### src/rtl/core/pmq_pkg.sv
// ----------------------------------------------------------------------------
// pmq_pkg
// Shared sizes, codes and helpers for the partitioned multi-queue.
// ----------------------------------------------------------------------------
package pmq_pkg;

    localparam int TOTAL_WORDS = 128;
    localparam int QUEUE_COUNT = 4;
    localparam int DATA_WIDTH  = 32;

    localparam int PART_WORDS = TOTAL_WORDS / QUEUE_COUNT;
    localparam int ADDR_W     = $clog2(TOTAL_WORDS);
    localparam int CNT_W      = $clog2(TOTAL_WORDS + 1);
    localparam int QID_W      = (QUEUE_COUNT > 1) ? $clog2(QUEUE_COUNT) : 1;

    localparam int QUEUE_ID_W = 3;
    localparam int WORD_W     = 32;
    localparam int STATUS_W   = 2;

    localparam logic OP_ENQ = 1'b0;
    localparam logic OP_DEQ = 1'b1;

    localparam logic [STATUS_W-1:0] STAT_OK        = 2'd0;
    localparam logic [STATUS_W-1:0] STAT_OVERFLOW  = 2'd1;
    localparam logic [STATUS_W-1:0] STAT_UNDERFLOW = 2'd2;
    localparam logic [STATUS_W-1:0] STAT_BAD_QUEUE = 2'd3;

    typedef enum logic [1:0] {
        ST_IDLE,
        ST_CHECK,
        ST_READ
    } state_t;

    typedef struct packed {
        logic capture;
        logic exec;
        logic start_read;
        logic load_read;
    } cmd_t;

    typedef struct packed {
        logic needs_read;
        logic out_free;
    } stat_t;

    function automatic logic [ADDR_W-1:0] part_base(input logic [QID_W-1:0] q);
        logic [31:0] b;
        b = 32'(q) * 32'(PART_WORDS);
        return b[ADDR_W-1:0];
    endfunction

    function automatic logic [CNT_W-1:0] part_size(input logic [QID_W-1:0] q);
        logic [31:0] s;
        if (32'(q) == 32'(QUEUE_COUNT - 1)) begin
            s = 32'(TOTAL_WORDS) - 32'(q) * 32'(PART_WORDS);
        end else begin
            s = 32'(PART_WORDS);
        end
        return s[CNT_W-1:0];
    endfunction

    function automatic logic [DATA_WIDTH-1:0] fit_store(input logic [WORD_W-1:0] w);
        logic [63:0] t;
        t = 64'(w);
        return t[DATA_WIDTH-1:0];
    endfunction

    function automatic logic [WORD_W-1:0] fit_out(input logic [DATA_WIDTH-1:0] w);
        logic [63:0] t;
        t = 64'(w);
        return t[WORD_W-1:0];
    endfunction

endpackage

### src/rtl/core/pmq_ctrl.sv
// ----------------------------------------------------------------------------
// pmq_ctrl
// Operation sequencer: accept, check, optional store read, hand off result.
// ----------------------------------------------------------------------------
module pmq_ctrl (
    input  logic          aclk,
    input  logic          aresetn,
    input  logic          s_tvalid,
    output logic          s_tready,
    input  pmq_pkg::stat_t st,
    output pmq_pkg::cmd_t  cmd
);
    import pmq_pkg::*;

    state_t state_reg, state_next;

    always_ff @(posedge aclk) begin
        if (!aresetn) begin
            state_reg <= ST_IDLE;
        end else begin
            state_reg <= state_next;
        end
    end

    always_comb begin
        state_next = state_reg;
        unique case (state_reg)
            ST_IDLE: begin
                if (s_tvalid) state_next = ST_CHECK;
            end
            ST_CHECK: begin
                if (st.needs_read) state_next = ST_READ;
                else if (st.out_free) state_next = ST_IDLE;
            end
            ST_READ: begin
                if (st.out_free) state_next = ST_IDLE;
            end
            default: state_next = ST_IDLE;
        endcase
    end

    always_comb begin
        s_tready = 1'b0;
        cmd      = '0;
        unique case (state_reg)
            ST_IDLE: begin
                s_tready    = 1'b1;
                cmd.capture = s_tvalid;
            end
            ST_CHECK: begin
                cmd.start_read = st.needs_read;
                cmd.exec       = !st.needs_read && st.out_free;
            end
            ST_READ: begin
                cmd.load_read = st.out_free;
            end
            default: begin
                s_tready = 1'b0;
            end
        endcase
    end

endmodule

### src/rtl/core/pmq_datapath.sv
// ----------------------------------------------------------------------------
// pmq_datapath
// Operation register, queue counters, shared word store and result register.
// ----------------------------------------------------------------------------
module pmq_datapath (
    input  logic                            aclk,
    input  logic                            aresetn,
    input  logic                            in_op,
    input  logic [pmq_pkg::QUEUE_ID_W-1:0]  in_queue_id,
    input  logic [pmq_pkg::WORD_W-1:0]      in_data,
    output logic                            out_valid,
    input  logic                            out_ready,
    output logic [pmq_pkg::WORD_W-1:0]      out_data,
    output logic [pmq_pkg::STATUS_W-1:0]    out_status,
    input  pmq_pkg::cmd_t                   cmd,
    output pmq_pkg::stat_t                  st
);
    import pmq_pkg::*;

    logic                  op_reg;
    logic [QUEUE_ID_W-1:0] qid_reg;
    logic [WORD_W-1:0]     data_reg;

    logic [CNT_W-1:0] wc_reg [QUEUE_COUNT];
    logic [CNT_W-1:0] rc_reg [QUEUE_COUNT];

    logic [DATA_WIDTH-1:0] mem [TOTAL_WORDS];
    logic [DATA_WIDTH-1:0] rd_data_reg;

    logic                out_valid_reg;
    logic [WORD_W-1:0]   out_data_reg;
    logic [STATUS_W-1:0] out_status_reg;

    logic [QID_W-1:0]  qi;
    logic              qid_bad;
    logic [CNT_W-1:0]  wc_cur, rc_cur, size_cur;
    logic              full, empty;
    logic [ADDR_W-1:0] addr;
    logic              mem_we;
    logic [WORD_W-1:0] fail_word;
    logic [WORD_W-1:0] exec_data;
    logic [STATUS_W-1:0] exec_status;

    assign qi        = qid_reg[QID_W-1:0];
    assign qid_bad   = 32'(qid_reg) >= 32'(QUEUE_COUNT);
    assign wc_cur    = wc_reg[qi];
    assign rc_cur    = rc_reg[qi];
    assign size_cur  = part_size(qi);
    assign full      = wc_cur >= size_cur;
    assign empty     = rc_cur >= wc_cur;
    assign addr      = part_base(qi) + ((op_reg == OP_DEQ) ? rc_cur[ADDR_W-1:0]
                                                           : wc_cur[ADDR_W-1:0]);
    assign fail_word = fit_out({DATA_WIDTH{1'b1}});
    assign mem_we    = cmd.exec && !qid_bad && (op_reg == OP_ENQ) && !full;

    assign st.needs_read = !qid_bad && (op_reg == OP_DEQ) && !empty;
    assign st.out_free   = !out_valid_reg || out_ready;

    always_comb begin
        priority if (qid_bad) begin
            exec_status = STAT_BAD_QUEUE;
            exec_data   = (op_reg == OP_DEQ) ? fail_word : '0;
        end else if (op_reg == OP_ENQ) begin
            exec_status = full ? STAT_OVERFLOW : STAT_OK;
            exec_data   = '0;
        end else begin
            exec_status = STAT_UNDERFLOW;
            exec_data   = fail_word;
        end
    end

    always_ff @(posedge aclk) begin
        if (!aresetn) begin
            op_reg   <= OP_ENQ;
            qid_reg  <= '0;
            data_reg <= '0;
        end else if (cmd.capture) begin
            op_reg   <= in_op;
            qid_reg  <= in_queue_id;
            data_reg <= in_data;
        end
    end

    always_ff @(posedge aclk) begin
        if (!aresetn) begin
            for (int i = 0; i < QUEUE_COUNT; i++) begin
                wc_reg[i] <= '0;
                rc_reg[i] <= '0;
            end
        end else begin
            if (mem_we) wc_reg[qi] <= wc_cur + CNT_W'(1);
            if (cmd.start_read) rc_reg[qi] <= rc_cur + CNT_W'(1);
        end
    end

    always_ff @(posedge aclk) begin
        if (mem_we) mem[addr] <= fit_store(data_reg);
        if (cmd.start_read) rd_data_reg <= mem[addr];
    end

    always_ff @(posedge aclk) begin
        if (!aresetn) begin
            out_valid_reg <= 1'b0;
        end else if (cmd.exec || cmd.load_read) begin
            out_valid_reg <= 1'b1;
        end else if (out_ready) begin
            out_valid_reg <= 1'b0;
        end
    end

    always_ff @(posedge aclk) begin
        if (cmd.exec) begin
            out_data_reg   <= exec_data;
            out_status_reg <= exec_status;
        end else if (cmd.load_read) begin
            out_data_reg   <= fit_out(rd_data_reg);
            out_status_reg <= STAT_OK;
        end
    end

    assign out_valid  = out_valid_reg;
    assign out_data   = out_data_reg;
    assign out_status = out_status_reg;

`ifndef SYNTHESIS
    a_load_free: assert property (@(posedge aclk) disable iff (!aresetn)
        (cmd.exec || cmd.load_read) |-> (!out_valid_reg || out_ready))
        else $error("result loaded over a pending beat");

    a_read_ok: assert property (@(posedge aclk) disable iff (!aresetn)
        cmd.start_read |-> (!qid_bad && !empty && op_reg == OP_DEQ))
        else $error("store read on a failing dequeue");

    a_wc_bound: assert property (@(posedge aclk) disable iff (!aresetn)
        !qid_bad |-> (wc_cur <= size_cur))
        else $error("write count beyond partition");

    a_rc_bound: assert property (@(posedge aclk) disable iff (!aresetn)
        !qid_bad |-> (rc_cur <= wc_cur))
        else $error("read count beyond write count");
`endif

endmodule

### src/rtl/core/partitioned_multi_queue.sv
// ----------------------------------------------------------------------------
// partitioned_multi_queue
// Several linear queues sharing one partitioned word store.
// ----------------------------------------------------------------------------
//  channel | dir | tdata          | tuser
//  s_      | in  | data_in[31:0]  | op[0], queue_id[3:1]
//  m_      | out | data_out[31:0] | status[1:0]
//
//  Enqueue and failing operations load the result register from the check
//  state; a successful dequeue adds a read state for the registered store
//  read port before the result is loaded.
//  One operation is in flight at a time; the result register frees the
//  input side while a beat waits on m_tready.
//  aresetn (synchronous) clears all queue counters; store contents persist.
//  A stalled result holds the sequencer only when the next result is ready.
// ----------------------------------------------------------------------------
module partitioned_multi_queue (
    input  logic        aclk,
    input  logic        aresetn,
    input  logic        s_tvalid,
    output logic        s_tready,
    input  logic [31:0] s_tdata,   // data_in[31:0]
    input  logic [3:0]  s_tuser,   // op[0], queue_id[3:1]
    output logic        m_tvalid,
    input  logic        m_tready,
    output logic [31:0] m_tdata,   // data_out[31:0]
    output logic [1:0]  m_tuser    // status[1:0]
);
    import pmq_pkg::*;

    cmd_t  cmd;
    stat_t st;

    pmq_ctrl u_ctrl (
        .aclk     (aclk),
        .aresetn  (aresetn),
        .s_tvalid (s_tvalid),
        .s_tready (s_tready),
        .st       (st),
        .cmd      (cmd)
    );

    pmq_datapath u_datapath (
        .aclk        (aclk),
        .aresetn     (aresetn),
        .in_op       (s_tuser[0]),
        .in_queue_id (s_tuser[3:1]),
        .in_data     (s_tdata),
        .out_valid   (m_tvalid),
        .out_ready   (m_tready),
        .out_data    (m_tdata),
        .out_status  (m_tuser),
        .cmd         (cmd),
        .st          (st)
    );

endmodule

### config.mk
export PLATFORM = sky130hd
export DESIGN_NAME = partitioned_multi_queue
export DESIGN_NICKNAME = d
export VERILOG_FILES = /design/src/rtl/core/pmq_pkg.sv /design/src/rtl/core/pmq_ctrl.sv /design/src/rtl/core/pmq_datapath.sv /design/src/rtl/core/partitioned_multi_queue.sv
export SDC_FILE = /design/constraint.sdc
export NUM_CORES = 2
export LEC_CHECK = 0
export BUFFER_PORTS_ARGS = -buffer_cell sky130_fd_sc_hd__buf_4
export CORE_ASPECT_RATIO = 0.6
export CORE_UTILIZATION = 35
export CTS_CLUSTER_DIAMETER = 50
export CTS_CLUSTER_SIZE = 8
export DETAILED_ROUTE_END_ITERATION = 10
export PLACE_DENSITY = 0.51
export RECOVER_POWER = 25
export REMOVE_ABC_BUFFERS = 1
export SYNTH_ARGS = -nofsm -noshare
export SYNTH_HDL_FRONTEND = slang
export SYNTH_HIERARCHICAL = 1
export SYNTH_MEMORY_MAX_BITS = 65536
export SYNTH_SLANG_ARGS = --single-unit
### constraint.sdc
create_clock -name aclk -period 9 [get_ports aclk]
set_input_delay 0.9 -clock aclk [delete_from_list [all_inputs] [get_ports aclk]]
set_output_delay 0.9 -clock aclk [all_outputs]
set_load 0.05 [all_outputs]
# After elaboration in Yosys (flattened, before gate mapping)
# Memories as Yosys holds them, arrays and structs flattened. A register that Yosys moved wholly into a read port is not among the register bits.
# Cells that the tools add are included.
dict set report totals {
  mem_count 3
  word_cells 78
  output_inout_bits 36
  regBits 73
  ram_bits 4160
  inputBits 40
}
# memory depth width read_ports rd_clocked_by_memory_dff wr line
set memory_table {}
lappend memory_table {u_datapath.mem 128 32 1 1 1 pmq_datapath.sv:27} ;# logic [DATA_WIDTH-1:0] mem [TOTAL_WORDS];
lappend memory_table {u_datapath.rc_reg 4 8 1 1 4 pmq_datapath.sv:25} ;# logic [CNT_W-1:0] rc_reg [QUEUE_COUNT];
lappend memory_table {u_datapath.wc_reg 4 8 1 1 4 pmq_datapath.sv:24} ;# logic [CNT_W-1:0] wc_reg [QUEUE_COUNT];
dict set report classes {
  bitwise 1
  n_lt_le_gt_ge 3
  eq_ne 4
  n_addsub 4
  mux 38
  reduce_logical 18
}
# operator n
set op_table {}
lappend op_table {{$mux W32} 3}
lappend op_table {{$mux W2} 14}
lappend op_table {{$mux W8} 3}
lappend op_table {{$add A8 B1 Y8 const B} 2}
lappend op_table {{$ge A8 B8 Y1} 2}
lappend op_table {{$mux W1} 16}
lappend op_table {{$reduce_or A8 Y1} 2}
lappend op_table {{$sub A8 B7 Y8 const A} 1}
lappend op_table {{$add A7 B7 Y7} 1}
lappend op_table {{$mux W7} 1}
lappend op_table {{$logic_and A1 B1 Y1} 6}
lappend op_table {{$pmux W2 S3} 1}
lappend op_table {{$logic_not A1 Y1} 5}
lappend op_table {{$eq A2 B2 Y1 const B} 2}
lappend op_table {{$reduce_bool A2 Y1} 2}
lappend op_table {{$ge A3 B3 Y1 const B} 1}
lappend op_table {{$eq A2 B1 Y1 const B} 1}
lappend op_table {{$logic_not A2 Y1} 1}
lappend op_table {{$logic_or A1 B1 Y1} 2}
lappend op_table {{$ne A2 B2 Y1 const B} 1}
lappend op_table {{$not A1 Y1} 1}

# Longest topological paths before layout
dict set report depth {
  word_depth 15
  ltp_mapped 22
  depth_no_buf 16
}

# By module
# The synthesis kept the hierarchy.
# mod cells_per_inst n_inst area_per_inst_um2 seq_area_each_um2
set by_module_without_submodules {}
lappend by_module_without_submodules {pmq_datapath 8872 1 157285.8 127682.5}
lappend by_module_without_submodules {pmq_ctrl 13 1 123.9 40.0}

# Worst setup path before layout
# Ideal clock, no wire load.
dict set report synth_timing {
  path_kind {register to register}
  start {register with a tool-made name}
  end {memory u_datapath.mem[109][0], enable pin}
  stages_incl_launch_ff 21
  arrival_ps 5051
  setup_ps 421
  path_buffers 5
  setup_slack_ps 3528
  cell_sequence {dfxtp_1 buf_6 mux4_2 buf_2 ha_1 nand2b_1 a21o_1 a21o_1 a21o_1 a21oi_1 nor2b_1 o21ai_0 nand2b_1 a2111oi_0 nor4bb_1 clkbuf_1 and3_1 clkbuf_1 nand2_1 clkbuf_1 nor2_1}
}
# item line
set synth_rtl {}
lappend synth_rtl {{end, declared} pmq_datapath.sv:27}

==> results.cfg <==
[floorplan]
io_pins = 76
die_x_um = 868
core_area_mm2 = 0.447
dieArea_mm2 = 0.453
start_util = 0.352
std_cell_rows = 190
fp.dieH_um = 521

[setup_path]
critPathKind = reg -> reg
slowest_delay_ns = 0.98
crit_top_cell = a21o_1
crit_path_end_kind = flip-flop
cp-start-kind = flip-flop
crit_required_ns = 9.54
worstPathMaxFanout = 32
crit_chain = mux4_2, ha_1, nand2b_1, a21o_1, a21o_1, a21o_1, a21oi_1, nor2b_1, o21ai_0, nand2b_1, a2111oi_0, buf_4, nor4bb_4, and3_1, nand2_2, buf_4, nor2_4
cp.arrival_ns = 7.67
crit_path_top_delay_cell = nor2_4

[synthesis]
ys_ff_latch = 4267
syn-mean-instance-area_um2 = 17.7
yosysTopAreaCell = edfxtp_1
synthCells = 8885
yosys_warnings = 6
synthArstFlopShare = 0
netlist-cell-type-count = 73
synth-edff-count = 4226
yosysSeqAreaShare = 0.811
synth_top_area_share = 0.806
synth_ff_type = edfxtp_1
syn_area_mm2 = 0.157
synth.area.top_cells = edfxtp_1 81%, a22oi_1 2.5%, nand2_1 1.8%

[cells_and_area]
layout_commonest_cell = edfxtp_1
seq_area_mm2 = 0.128
largest_reg_flops = 4096
fin_area_mm2 = 0.182
multi_input_area_mm2 = 0.0280
layout-drive-gt1-share = 0.127
layout.nets = 9270
regMostFlops = u_datapath/mem
final_cell_mix = 4226 x edfxtp_1, 738 x nand2_1, 628 x clkbuf_16, 518 x a22oi_1, 303 x a221oi_1
areaGrowthSynthToFinish_pct = 15.9
fillers = 39300

[grt]
grt_pass1_wl_um = 734000
grt_pass1_vias = 86000
grt_antenna_before_repair = 81
grt_max_degree = 133
grt_usage = 0.232
grt_remaining_overflow = 0

[clocking]
root_buffer = clkbuf_16
cts_tree = done
ctsLongestPathBuffers = 4
htree_levels = 6
clock_sinks = 4267
cts_buffers = 612
cts_setup_buffers = 0
cts_hold_buf = 0
clk_latency_ns = 0.98
path_clk_slew_ns = 0.05
cts-resized-gates = 0

[status]
status = complete, but fails checks
violations = max-capacitance violations, max-slew violations

[drt]
wirelength_um = 545000
num_vias = 93500
antenna_left = 0
avgRoutedWirePerCell_um = 35.7
firstDrtPassIters = 10
via_per_inst = 6.13
drtIter0Drc = 17200
drc = 0

[timing]
max_freq_mhz = 140
fin_skew_ns = 0.0582
finalSetupTns_ns = 0
drv_slew = 2346
timing.final.ws_setup_ns = 1.87
hold_viol = 0
worst_slew_pin_slew_ns = 4.31
min_period_ns = 7.13
max_slew_margin = -1.87
setup_viol_count_final = 0
min_period_over_period = 0.792
rsz0062_at_grt = no

[place]
gp_congestion = 0.889
dpl-instance-area_mm2 = 0.166
numPortBuffers = 75
pre_cts_slack_ns = 1.94
place_hpwl_um = 328000

[power]
p_leak_uw = 0.0560
power.density_mw_per_mm2 = 261
ir_drop_uv = 195

[min_path]
hold_class = in -> reg

[flow_run]
maxCapViolations = 55
==> critical path, delay by kind of cell (launching register included) <==
kind | cells | cell delay, ns
compound gates | 6 | 0.76
buf+inv | 2 | 0.75
flops | 1 | 0.95
fa+ha+maj | 1 | 0.34
simple gates | 7 | 3.05
mux | 1 | 0.77
==> metrics by stage <==
step,util,total power (uW),hold slack [ns],cells
after floorplan,-,24800,0.519,8287
after global placement,0.371,27100,0.504,14500
after detailed placement,0.371,27200,0.520,14500
after CTS,0.408,47600,0.147,15200
after global routing,0.408,48700,0.179,15200
final,0.408,47600,0.201,15300
==> metal layers <==
| metal | global-route usage | up-vias | part of all wire |
|---|---|---|---|
| met3 | 0.0866 | 672 | 0.15 |
| met1 | 0.359 | 48800 | 0.43 |
| met4 | 0.0485 | 22 | 0.022 |
| met5 | 0 | - | 0.00027 |
| met2 | 0.308 | 6485 | 0.40 |
| li1 | - | 37500 | - |
==> layout make-up <==
class	count	area share
inverters	56	0.00115
repair buffers	312	0.0141
clock buffers	648	0.0865
diodes	23	0.000315
clock inverters	45	0.00372
flip-flops and latches	4267	0.700
well taps	5952	0.0408
multi-input cells	3964	0.153
==> kinds of logic after synthesis <==
kind of cell / after synthesis / share of synthesized area
DFF: 4267 / 0.811
AOI/OAI and AO/OA: 2307 / 0.115
and+or+nand+nor: 1477 / 0.0419
buffers and inverters: 654 / 0.0188
muxes: 149 / 0.0109
adders and majority gates: 17 / 0.00135
xor gates and xnor gates: 14 / 0.000779
==> where the power goes <==
part | internal [uW] | leakage (uW) | switching, uW
Combinational | 1040 | 0.00920 | 3750
Sequential | 22100 | 0.0388 | 180
Clock | 12400 | 0.00807 | 8130
==> Yosys cell counts, types with 17 or more instances <==
cell / count
a31oi_1: 236
nor2b_1: 43
ha_1: 17
a22oi_1: 518
a222oi_1: 280
o2111ai_1: 26
nand4_1: 73
mux2i_1: 128
nor2_1: 261
a32oi_1: 79
a2111oi_0: 57
inv_1: 56
nand3_1: 150
a21oi_1: 251
o21ai_0: 93
edfxtp_1: 4226
buf_2: 219
nor3_1: 66
a211oi_1: 83
a32o_1: 32
clkbuf_1: 291
and4_1: 29
a221oi_2: 21
or3_1: 36
a41oi_1: 28
a221oi_1: 303
dfxtp_1: 41
nand2_1: 750
buf_1: 40
a22o_1: 262
buf_4: 36
==> path summary, 6_finish.rpt <==
kind	slack (ns)	cells past startpoint	to	from
max	1.87	17	u_datapath/mem[36][22]$_DFFE_PP_	flip-flop
min	0.20	3	u_datapath/data_reg[14]$_SDFFE_PN0P_	s_tdata[14]
max reg2reg	1.87	17	u_datapath/mem[36][22]$_DFFE_PP_	flip-flop
min reg2reg	0.52	2	u_datapath/data_reg[31]$_SDFFE_PN0P_	u_datapath/data_reg[31]$_SDFFE_PN0P_
(Power assumes the default switching activity.)
